## config.mk

```make
export PLATFORM = sky130hd
export DESIGN_NAME = ascii_ack_frame_matcher
export DESIGN_NICKNAME = d
export VERILOG_FILES = /design/src/design/aafm_pkg.sv /design/src/design/ascii_ack_frame_matcher.sv /design/src/design/aafm_parser.sv
export SDC_FILE = /design/constraint.sdc
export NUM_CORES = 1
export LEC_CHECK = 0
export ABC_AREA = 1
export BUFFER_PORTS_ARGS = -buffer_cell sky130_fd_sc_hd__buf_2
export CAP_MARGIN = 20
export CELL_PAD_IN_SITES_DETAIL_PLACEMENT = 1
export CELL_PAD_IN_SITES_GLOBAL_PLACEMENT = 2
export CORE_ASPECT_RATIO = 1.1
export CORE_MARGIN = 2
export CORE_UTILIZATION = 37
export DETAILED_ROUTE_END_ITERATION = 8
export GPL_ROUTABILITY_DRIVEN = 0
export PLACE_DENSITY_LB_ADDON = 0.3
export SLEW_MARGIN = 20
export SYNTH_ARGS = -nofsm -noshare
export SYNTH_HDL_FRONTEND = slang
export SYNTH_SLANG_ARGS = --single-unit
```

## constraint.sdc

```tcl
create_clock -name clk -period 4.5 [get_ports clk]
set_clock_uncertainty 0.1 [all_clocks]
set_input_delay 0.9 -clock clk [delete_from_list [all_inputs] [get_ports clk]]
set_output_delay 0.9 -clock clk [all_outputs]
set_load 0.02 [all_outputs]
```

## src/design/aafm_pkg.sv

```systemverilog
`timescale 1ns / 1ps

package aafm_pkg;

  // Longest token prefix examined is BUFFER_BYTES-1 characters
  localparam int BUFFER_BYTES = 24;
  localparam int TOKEN_LEN_W  = $clog2(BUFFER_BYTES);

  localparam logic [7:0] CHAR_AT    = 8'h40;  // '@'
  localparam logic [7:0] CHAR_SPACE = 8'h20;
  localparam logic [7:0] CHAR_LF    = 8'h0A;
  localparam logic [7:0] CHAR_ZERO  = 8'h30;
  localparam logic [7:0] CHAR_NINE  = 8'h39;
  localparam logic [7:0] CHAR_N     = 8'h4E;
  localparam logic [7:0] CHAR_O     = 8'h4F;
  localparam logic [7:0] CHAR_K     = 8'h4B;
  localparam logic [7:0] CHAR_NUL   = 8'h00;

  localparam logic [23:0] WORD_OK  = {8'h00, CHAR_K, CHAR_O};
  localparam logic [23:0] WORD_NOK = {CHAR_K, CHAR_O, CHAR_N};

  // Token value saturates here; anything above 255 never matches
  localparam logic [8:0] TOKEN_SAT = 9'd256;
  localparam int DECIMAL_BASE = 10;

  typedef enum logic [1:0] {
    OP_CHAR  = 2'd0,
    OP_TICK  = 2'd1,
    OP_START = 2'd2,
    OP_NONE  = 2'd3
  } op_t;

  typedef enum logic [1:0] {
    RESP_PENDING = 2'd0,
    RESP_OK      = 2'd1,
    RESP_NOK     = 2'd2,
    RESP_TIMEOUT = 2'd3
  } resp_t;

  typedef enum logic [1:0] {
    PS_IDLE,
    PS_DST,
    PS_SRC,
    PS_WORD
  } parse_state_t;

  typedef enum logic [1:0] {
    CFG_OWN_ADDRESS     = 2'd0,
    CFG_EXPECTED_SOURCE = 2'd1,
    CFG_TIMEOUT_TICKS   = 2'd2,
    CFG_UNUSED          = 2'd3
  } cfg_index_t;

  typedef struct packed {
    logic [7:0]  own_address;
    logic [7:0]  expected_source;
    logic [15:0] timeout_ticks;
  } cfg_t;

  typedef struct packed {
    op_t        operation;
    logic [7:0] rx_char;
  } item_t;

endpackage

```

## src/design/ascii_ack_frame_matcher.sv

```systemverilog
`timescale 1ns / 1ps
// The result is registered: an input transaction passes the input register, then the result register.
// Throughput: one item per cycle while the result register can take it; the parser state updates as
// the item moves between the two registers, so a full result register stalls the input side.
// Reset (rst, synchronous): parser idle, status pending, timeout count zero,
// configuration registers back to own_address 0, expected_source 0, timeout 300.

module ascii_ack_frame_matcher import aafm_pkg::*; (
  input  logic        clk,
  input  logic        rst,
  input  logic        s_tvalid,
  output logic        s_tready,
  input  logic [7:0]  s_tdata,    // [7:0] rx_char
  input  logic [1:0]  s_tuser,    // [1:0] operation
  output logic        m_tvalid,
  input  logic        m_tready,
  output logic [7:0]  m_tdata,    // [1:0] response, [7:2] zero
  input  logic        cfg_we,
  input  logic [1:0]  cfg_index,
  input  logic [15:0] cfg_data
);

  cfg_t  cfg;
  item_t in_item;
  logic  in_valid;
  logic  advance;
  resp_t response;
  resp_t out_resp;
  logic  out_valid;

  always_ff @(posedge clk) begin
    if (rst) begin
      cfg.own_address     <= '0;
      cfg.expected_source <= '0;
      cfg.timeout_ticks   <= 16'd300;
    end else if (cfg_we) begin
      unique case (cfg_index_t'(cfg_index))
        CFG_OWN_ADDRESS:     cfg.own_address     <= cfg_data[7:0];
        CFG_EXPECTED_SOURCE: cfg.expected_source <= cfg_data[7:0];
        CFG_TIMEOUT_TICKS:   cfg.timeout_ticks   <= cfg_data;
        default:             cfg                 <= cfg;
      endcase
    end
  end

  assign advance  = in_valid && (!out_valid || m_tready);
  assign s_tready = !in_valid || advance;

  always_ff @(posedge clk) begin
    if (rst) begin
      in_valid <= 1'b0;
    end else if (s_tready) begin
      in_valid <= s_tvalid;
    end
  end

  always_ff @(posedge clk) begin
    if (s_tready && s_tvalid) begin
      in_item.operation <= op_t'(s_tuser);
      in_item.rx_char   <= s_tdata;
    end
  end

  aafm_parser u_parser (
    .clk      (clk),
    .rst      (rst),
    .advance  (advance),
    .item     (in_item),
    .cfg      (cfg),
    .response (response)
  );

  always_ff @(posedge clk) begin
    if (rst) begin
      out_valid <= 1'b0;
    end else if (advance) begin
      out_valid <= 1'b1;
    end else if (m_tready) begin
      out_valid <= 1'b0;
    end
  end

  always_ff @(posedge clk) begin
    if (advance) begin
      out_resp <= response;
    end
  end

  assign m_tvalid = out_valid;
  assign m_tdata  = {6'b0, out_resp};

endmodule

```

## src/design/aafm_parser.sv

```systemverilog
`timescale 1ns / 1ps

module aafm_parser import aafm_pkg::*; (
  input  logic  clk,
  input  logic  rst,
  input  logic  advance,   // item in the input register is applied this cycle
  input  item_t item,
  input  cfg_t  cfg,
  output resp_t response   // status after the item
);

  parse_state_t           parse_state, parse_state_next;
  logic [8:0]             token_value, token_value_next;
  logic                   token_has_digit, token_has_digit_next;
  logic                   token_bad, token_bad_next;
  logic [TOKEN_LEN_W-1:0] token_length, token_length_next;
  logic [23:0]            word_chars, word_chars_next;
  logic [1:0]             word_count, word_count_next;
  logic [15:0]            ticks_left, ticks_left_next;
  resp_t                  final_status, final_status_next;

  logic        is_digit;
  logic [3:0]  digit;
  logic [11:0] token_prod;
  logic        token_ok;
  logic        dst_match;
  logic        src_match;
  logic [23:0] word_new;

  always_comb begin
    is_digit   = (item.rx_char >= CHAR_ZERO) && (item.rx_char <= CHAR_NINE);
    digit      = 4'(item.rx_char - CHAR_ZERO);
    token_prod = 12'(token_value) * 12'(DECIMAL_BASE) + 12'(digit);
    token_ok   = token_has_digit && !token_bad && (token_value <= 9'd255);
    dst_match  = token_ok && (token_value[7:0] == cfg.own_address);
    src_match  = token_ok && (token_value[7:0] == cfg.expected_source);
    word_new   = word_chars;
    unique case (word_count)
      2'd0:    word_new[7:0]   = item.rx_char;
      2'd1:    word_new[15:8]  = item.rx_char;
      2'd2:    word_new[23:16] = item.rx_char;
      default: word_new        = word_chars;
    endcase
  end

  always_comb begin
    parse_state_next     = parse_state;
    token_value_next     = token_value;
    token_has_digit_next = token_has_digit;
    token_bad_next       = token_bad;
    token_length_next    = token_length;
    word_chars_next      = word_chars;
    word_count_next      = word_count;
    ticks_left_next      = ticks_left;
    final_status_next    = final_status;

    if (item.operation == OP_START) begin
      parse_state_next     = PS_IDLE;
      token_value_next     = '0;
      token_has_digit_next = 1'b0;
      token_bad_next       = 1'b0;
      token_length_next    = '0;
      word_chars_next      = '0;
      word_count_next      = '0;
      ticks_left_next      = cfg.timeout_ticks;
      final_status_next    = RESP_PENDING;
    end else if (final_status == RESP_PENDING) begin
      if (item.operation == OP_CHAR && item.rx_char != CHAR_NUL) begin
        if (item.rx_char == CHAR_AT) begin
          // '@' restarts the frame from any state
          parse_state_next     = PS_DST;
          token_value_next     = '0;
          token_has_digit_next = 1'b0;
          token_bad_next       = 1'b0;
          token_length_next    = '0;
          word_chars_next      = '0;
          word_count_next      = '0;
        end else begin
          unique case (parse_state)
            PS_DST, PS_SRC: begin
              if (item.rx_char == CHAR_SPACE) begin
                token_value_next     = '0;
                token_has_digit_next = 1'b0;
                token_bad_next       = 1'b0;
                token_length_next    = '0;
                if (parse_state == PS_DST) begin
                  // a foreign destination is skipped, keep scanning
                  if (dst_match) parse_state_next = PS_SRC;
                end else begin
                  word_chars_next = '0;
                  word_count_next = '0;
                  parse_state_next = src_match ? PS_WORD : PS_IDLE;
                end
              end else if (item.rx_char == CHAR_LF) begin
                parse_state_next     = PS_IDLE;
                token_value_next     = '0;
                token_has_digit_next = 1'b0;
                token_bad_next       = 1'b0;
                token_length_next    = '0;
                word_chars_next      = '0;
                word_count_next      = '0;
              end else if (token_length < TOKEN_LEN_W'(BUFFER_BYTES - 1)) begin
                token_length_next = token_length + TOKEN_LEN_W'(1);
                if (is_digit) begin
                  token_has_digit_next = 1'b1;
                  if (token_value <= 9'd255) begin
                    token_value_next = (token_prod > 12'd255) ? TOKEN_SAT
                                                              : token_prod[8:0];
                  end
                end else begin
                  token_bad_next = 1'b1;
                end
              end
            end
            PS_WORD: begin
              logic done;
              done = 1'b0;
              if (word_count != 2'd3) begin
                word_chars_next = word_new;
                word_count_next = word_count + 2'd1;
                if (word_count == 2'd1 && word_new == WORD_OK) begin
                  final_status_next = RESP_OK;
                  done = 1'b1;
                end else if (word_count == 2'd2 && word_new == WORD_NOK) begin
                  final_status_next = RESP_NOK;
                  done = 1'b1;
                end
              end
              if (done || item.rx_char == CHAR_LF) begin
                parse_state_next     = PS_IDLE;
                token_value_next     = '0;
                token_has_digit_next = 1'b0;
                token_bad_next       = 1'b0;
                token_length_next    = '0;
                word_chars_next      = '0;
                word_count_next      = '0;
              end
            end
            default: begin
              parse_state_next = parse_state;
            end
          endcase
        end
      end else if (item.operation == OP_TICK) begin
        if (ticks_left <= 16'd1) begin
          ticks_left_next   = '0;
          final_status_next = RESP_TIMEOUT;
        end else begin
          ticks_left_next = ticks_left - 16'd1;
        end
      end
    end
  end

  assign response = final_status_next;

  always_ff @(posedge clk) begin
    if (rst) begin
      parse_state     <= PS_IDLE;
      token_value     <= '0;
      token_has_digit <= 1'b0;
      token_bad       <= 1'b0;
      token_length    <= '0;
      word_chars      <= '0;
      word_count      <= '0;
      ticks_left      <= '0;
      final_status    <= RESP_PENDING;
    end else if (advance) begin
      parse_state     <= parse_state_next;
      token_value     <= token_value_next;
      token_has_digit <= token_has_digit_next;
      token_bad       <= token_bad_next;
      token_length    <= token_length_next;
      word_chars      <= word_chars_next;
      word_count      <= word_count_next;
      ticks_left      <= ticks_left_next;
      final_status    <= final_status_next;
    end
  end

endmodule

```

# Word-level counts from Yosys, hierarchy flattened
# Cells that the tools add are included.
totals:
  register_bits: 108
  input_bits: 33
  elab_cells: 191
op_classes:
  add_sub_neg: 5
  n_mul: 1
  magnitude_cmp: 6
  n_eq_ne: 27
  muxes: 98
  reduce_logical: 37
ops:
  columns: ["operator", "n"]
  rows:
  - ["24-bit two-way mux", 9]
  - ["9-bit two-way mux", 11]
  - ["16-bit two-way mux", 5]
  - ["2-bit two-way mux", 28]
  - ["24-bit one-hot mux with 2 select lines", 1]
  - ["5-bit two-way mux", 8]
  - ["7-bit AND reduction", 4]
  - ["1-bit two-way mux", 27]
  - ["24-bit by 15-bit equality test with 1-bit output, second input constant", 1]
  - ["24-bit by 23-bit equality test with 1-bit output, second input constant", 1]
  - ["8-bit two-way mux", 3]
  - ["6-bit by 1-bit != test with 1-bit output, second input constant", 3]
  - ["9-bit one-hot mux with 2 select lines", 1]
  - ["8-bit equality test", 2]
  - ["16-bit by 1-bit <= comparator with 1-bit output, second input constant", 1]
  - ["16-bit by 1-bit subtractor with 16-bit output, second input constant", 1]
  - ["12-bit by 4-bit adder with 12-bit output", 1]
  - ["12-bit by 8-bit greater-than comparator with 1-bit output, second input constant", 1]
  - ["9-bit by 3-bit multiplier with 11-bit output, second input constant", 1]
  - ["2-bit equality test, second input constant", 5]
  - ["1-bit logical AND", 10]
  - ["5-bit by 1-bit != test with 1-bit output, second input constant", 2]
  - ["5-bit one-hot mux with 2 select lines", 1]
  - ["9-bit by 8-bit <= comparator with 1-bit output, second input constant", 1]
  - ["other kinds (29)", 46]

# Depth between registers and ports, before layout
logic_depth:
  word_depth: 19
  depth_mapped: 19
  ltp_nobuf: 19

# Hierarchy
# From an unflattened synthesis, not the netlist that was laid out.
unflattened:
  cells_unflattened: 1027
  hier_area_um2: 6849.1
by_module_without_submodules:
  columns: ["mod", "n_inst", "cells_per_inst", "area_each_um2", "seq_area_each_um2"]
  rows:
  - ["aafm_parser", 1, 795, 4981.0, 1241.2]
  - ["ascii_ack_frame_matcher", 1, 232, 1868.0, 1041.0]

# Worst setup path before layout
# Ideal clock, no wire load.
synth_timing:
  path_type: "flip-flop to flip-flop"
  from: "register u_parser.token_value[1]"
  to: "register u_parser.token_value[0]"
  setup_ps: 70
  t_arrival_ps: 2556
  t_required_ps: 4330
  slack_ps: 1774
  stages_incl_launch_ff: 16
  n_path_buf: 0
  period_less_slack_ps: 2726
  cell_sequence: "dfxtp_1 > ha_1 > ha_1 > inv_1 > fa_1 > xnor2_1 > nand3b_1 > nor2_1 > nand2_1 > nor2_1 > nand2_1 > nand2_1 > nand2_1 > nor2_2 > nand2_1 > a21oi_1"
synth_between:
  elab_chain_len: 14
synth_lines:
  columns: ["element", "line_no", "source"]
  rows:
  - ["start, declared", "aafm_parser.sv:13", "logic [8:0] token_value, token_value_next;"]
  - ["start signal, assigned", "aafm_parser.sv:170", "token_value <= token_value_next;"]
  - ["9-bit by 3-bit multiplier with 11-bit output", "aafm_parser.sv:33", "token_prod = 12'(token_value) * 12'(DECIMAL_BASE) + 12'(digit);"]
  - ["12-bit by 4-bit adder with 12-bit output", "aafm_parser.sv:33", null]
  - ["12-bit by 8-bit greater-than comparator with 1-bit output", "aafm_parser.sv:107", "token_value_next = (token_prod > 12'd255) ? TOKEN_SAT"]
  - ["9-bit two-way mux", "aafm_parser.sv:107", null]
  - ["9-bit two-way mux", "aafm_parser.sv:106", "if (token_value <= 9'd255) begin"]
  - ["9-bit two-way mux", "aafm_parser.sv:104", "if (is_digit) begin"]
  - ["9-bit two-way mux", "aafm_parser.sv:102", "end else if (token_length < TOKEN_LEN_W'(BUFFER_BYTES - 1)) begin"]
  - ["9-bit two-way mux", "aafm_parser.sv:94", "end else if (item.rx_char == CHAR_LF) begin"]
  - ["9-bit two-way mux", "aafm_parser.sv:81", "if (item.rx_char == CHAR_SPACE) begin"]
  - ["9-bit one-hot mux with 2 select lines", "aafm_parser.sv:79", "unique case (parse_state)"]
  - ["9-bit two-way mux", "aafm_parser.sv:69", "if (item.rx_char == CHAR_AT) begin"]
  - ["9-bit two-way mux", "aafm_parser.sv:68", "if (item.operation == OP_CHAR && item.rx_char != CHAR_NUL) begin"]
  - ["9-bit two-way mux", "aafm_parser.sv:67", "end else if (final_status == RESP_PENDING) begin"]
  - ["9-bit two-way mux", "aafm_parser.sv:57", "if (item.operation == OP_START) begin"]
# Several ways; a longest one is shown, not always the timed one. The select of a mux whose other input is x is not followed.
# A chain may end at the register's enable or synchronous reset.

# Worst setup path in the final report
layout_timing:
  from: "register u_parser.word_count[0]"
  to: "register u_parser.token_length[3]"
layout_between:
  elab_chain_len: 15
layout_lines:
  columns: ["element", "line_no", "source"]
  rows:
  - ["start, declared", "aafm_parser.sv:18", "logic [1:0] word_count, word_count_next;"]
  - ["start signal, assigned", "aafm_parser.sv:175", "word_count <= word_count_next;"]
  - ["2-bit by 1-bit equality test with 1-bit output, or another cell as far along", "aafm_parser.sv:38, aafm_parser.sv:121", null]
  - ["8-bit two-way mux", "aafm_parser.sv:38", "unique case (word_count)"]
  - ["24-bit by 23-bit equality test with 1-bit output", "aafm_parser.sv:124", "end else if (word_count == 2'd2 && word_new == WORD_NOK) begin"]
  - ["1-bit logical AND", "aafm_parser.sv:124", null]
  - ["1-bit two-way mux", "aafm_parser.sv:124", null]
  - ["1-bit two-way mux", "aafm_parser.sv:121", "if (word_count == 2'd1 && word_new == WORD_OK) begin"]
  - ["1-bit two-way mux (*)", "aafm_parser.sv:118", "if (word_count != 2'd3) begin"]
  - ["1-bit two-way mux (*)", "aafm_parser.sv:79", null]
  - ["1-bit two-way mux (*)", "aafm_parser.sv:69", null]
  - ["1-bit two-way mux (*)", "aafm_parser.sv:68", null]
  - ["1-bit two-way mux (*)", "aafm_parser.sv:67", null]
  - ["1-bit two-way mux (*)", "aafm_parser.sv:57", null]
  - ["1-bit logical OR (*)", "aafm_parser.sv:129", "if (done || item.rx_char == CHAR_LF) begin"]
  - ["4-bit by 1-bit != test with 1-bit output (no source line) (*)", null, null]
  - ["6-bit AND reduction (no source line) (*)", null, null]
  - ["end signal, assigned", "aafm_parser.sv:173", "token_length <= token_length_next;"]
  - ["end, declared", "aafm_parser.sv:16", "logic [TOKEN_LEN_W-1:0] token_length, token_length_next;"]
# Every way passes the cells marked *; elsewhere a longest branch is shown, timed or not. The select of a mux whose other input is x is not followed.

==> impl_metrics.tcl <==
set metrics [dict create \
    drive_gt1_share_pct 7.54 \
    yosysTopAreaCellShare_pct 29.7 \
    top_layer_used "met4" \
    yosys_warnings 0 \
    cts-root-buf "clkbuf_16" \
    drc 0 \
    yosys.area_share.simple_pct 29.9 \
    clk_pin_slew_ns 0.08 \
    power_frac_clock_pct 37.3 \
    r2r_cells 14 \
    stdcell_count 1229 \
    cts_buffers 9 \
    cts_resized 0 \
    wl_mm 18.4 \
    via_per_inst 5.01 \
    grt.overflow.total 0 \
    critPathMaxFanout 30 \
    syn_to_final_growth_pct 10.0 \
    clk_latency_ns 0.36 \
    syn_area_um2 6480 \
    fillers 2252 \
    synth.area.top_cells "dfxtp_1, nand2_1, nor2_1, inv_1, a21oi_1" \
    pin_count 43 \
    fmax_ghz 0.313 \
    synth_cell_types 43 \
    dr_wl_met2_mm 8.60 \
    clockBufferDepth 2 \
    share_seq_of_total_power_pct 47.3 \
    holdPathStages 2 \
    comb_power_share_pct 15.4 \
    htreeDepth 3 \
    yosys.area_share.adder_pct 6.41 \
    power_density_nw_per_um2 310 \
    die_h_um 143 \
    maxSlewViolCount 0 \
    vias 6161 \
    io_buffers 36 \
    p_total_w 0.00221 \
    p_leak_nw 3.15 \
    drtPass1Iterations 4 \
    crit_type "reg2reg" \
    grtUsageTotal_pct 21.1 \
    fp.dieW_um 130 \
    coreArea_um2 17100 \
    hold_path_class "reg2reg" \
    netlist_instances 971 \
    hold_buffers 0 \
    drtIter0Drc 295 \
    period_share_pct 70.9 \
    met3_length_um 436 \
    mostFrequentLayoutCells "nand2_1, nor2_1, inv_1" \
    grt_pass1_vias 6206 \
    dp_cells 1213 \
    initial_core_util_pct 37.9 \
    worst_pin_slew_ns 0.967 \
    ys_seq_elements 108 \
    cts_tree "yes" \
    hold_slack_ns 0.347 \
    tns_ns 0 \
    layout_commonest_cell "nand2_1" \
    synthMuxAreaShare_pct 0 \
    final_util_pct 41.7 \
    cp-start-kind "flip-flop" \
    arrival_ns 3.33 \
    post-cts-setup-buffer-count 0 \
    layout_min_cycle_time_ns 3.19 \
    dpl.hpwl_mm 13.7 \
    synth_compound_area_share_pct 16.1 \
    syn_area_per_cell_um2 6.67 \
    synth_top_family_by_area "simple AND/OR/NAND/NOR gates" \
    synth_xor_area_share_pct 2.30 \
    p_switching_w 0.000661 \
    status "finished, final reports clean" \
    hold_viol_final 0 \
    maxCapViolations 0 \
    grt_max_degree 68 \
    die-area_um2 18600 \
    ys_seq_area_share_pct 35.2 \
    wl_met1_mm 9.16 \
    grt_pass1_wl_mm 31.2 \
    diodes 0 \
    cts_sinks 108 \
    cp-end-kind "flip-flop" \
    p_sw_share_pct 29.9 \
    wire_per_inst_um 15.0 \
    intPower_w 0.00155 \
    rows 50 \
    antenna_found_initial 0 \
    slew_headroom_pct 35.4 \
    synth_top_area_cell "dfxtp_1" \
    ir_drop_mv 0.176 \
    finalSetupViolations 0 \
    fin_nets 1055 \
    grt_setup_unrepaired "no" \
    ant_nets 0 \
    crit_required_ns 4.64 \
]
==> cells by family after synthesis <==
group	after synthesis
AND/OR/NAND/NOR	464
AO/OA/AOI/OAI	192
buffers and inverters	157
flip-flops	108
adder cells (fa/ha/maj)	32
XOR/XNOR	17
other	1
==> path summary, 6_finish.rpt <==
check / from / endpoint / slack, ns
worst max-delay path: u_parser.word_count[0]$_SDFFE_PP0P_ / u_parser.token_length[3]$_SDFFE_PP0P_ / 1.31
worst max register to register: u_parser.word_count[0]$_SDFFE_PP0P_ / u_parser.token_length[3]$_SDFFE_PP0P_ / 1.31
worst min-delay path: u_parser.word_chars[1]$_SDFFE_PP0P_ / u_parser.word_chars[1]$_SDFFE_PP0P_ / 0.35
worst min register to register: u_parser.word_chars[1]$_SDFFE_PP0P_ / u_parser.word_chars[1]$_SDFFE_PP0P_ / 0.35
==> cells in the mapped netlist <==
| cell type | number |
|---|---|
| nand3b_1 | 5 |
| o21ai_0 | 69 |
| o221ai_1 | 1 |
| buf_2 | 5 |
| nand4_1 | 18 |
| nor2_2 | 2 |
| nor3b_1 | 1 |
| clkinv_1 | 1 |
| buf_1 | 1 |
| a211oi_1 | 1 |
| nand3_1 | 37 |
| o22ai_1 | 5 |
| clkbuf_1 | 20 |
| nand2_2 | 3 |
| conb_1 | 1 |
| or2_0 | 1 |
| xnor2_1 | 6 |
| dfxtp_1 | 96 |
| buf_6 | 2 |
| ha_1 | 30 |
| o21bai_1 | 2 |
| inv_2 | 2 |
| nor2_1 | 142 |
| nor4_1 | 3 |
| edfxtp_1 | 12 |
| o21a_1 | 3 |
| xor2_1 | 11 |
| nor3_1 | 10 |
| fa_1 | 2 |
| nand4_4 | 1 |
| buf_4 | 9 |
| and2_1 | 1 |
| nand3_2 | 2 |
| a31oi_1 | 1 |
| o2111ai_1 | 2 |
| a21oi_1 | 85 |
| inv_1 | 116 |
| o21ai_1 | 11 |
| or2_2 | 7 |
| a221oi_1 | 11 |
| nand2_1 | 231 |
| o21bai_2 | 1 |
| inv_4 | 1 |
==> power groups by stage <==
stage                     combinational, W  clock, W  sequential, W
after floorplan                   0.000252         0        0.00106
after global placement            0.000335         0        0.00107
after detailed placement          0.000340         0        0.00107
after CTS                         0.000343  0.000843        0.00105
after global routing              0.000393  0.000888        0.00105
final                             0.000339  0.000825        0.00105
==> metal layers <==
metal	up-vias	global-route usage, %
li1	3175	-
met1	2919	28.8
met2	55	35.2
met3	12	2.40
met4	0	5.60
met5	-	0
==> critical path: stages (launching register included) <==
cell     delay [ns]
dfxtp_1        0.34
inv_1          0.12
ha_1           0.45
inv_2          0.22
nand2_1        0.13
nand2_1        0.09
nor2_1         0.11
nand3_1        0.11
nor2_1         0.12
nand2_1        0.10
nand3_2        0.12
buf_4          0.36
nand2_2        0.21
o21ai_1        0.37
nor3b_1        0.10
==> state kept, by name, summed over array words and instances (netlist names), 2 cells and up <==
register / cells
cfg: 32
in_item: 10
out_resp: 2
u_parser.final_status: 2
u_parser.parse_state: 2
u_parser.ticks_left: 16
u_parser.token_length: 5
u_parser.token_value: 9
u_parser.word_chars: 24
u_parser.word_count: 2
==> per-stage QoR <==
| step | instance area, um^2 | setup WS (ns) |
|---|---|---|
| floorplan | 6500 | 1.77 |
| global placement | 6830 | 1.37 |
| detailed placement | 6830 | 1.33 |
| CTS | 7130 | 1.27 |
| global route | 7130 | 0.925 |
| finish | 7130 | 1.31 |
==> final cells by class <==
cell class	instances	area, um^2	share of cell area [%]
Timing Repair Buffer	40	223	3.12
Clock inverter	6	51.3	0.720
Clock buffer	10	250	3.51
Inverter	120	453	6.35
Sequential cell	108	2280	32.0
Multi-Input combinational cell	711	3580	50.2
Tap cell	234	293	4.11
Note: power is estimated with default switching activity, not from simulation.
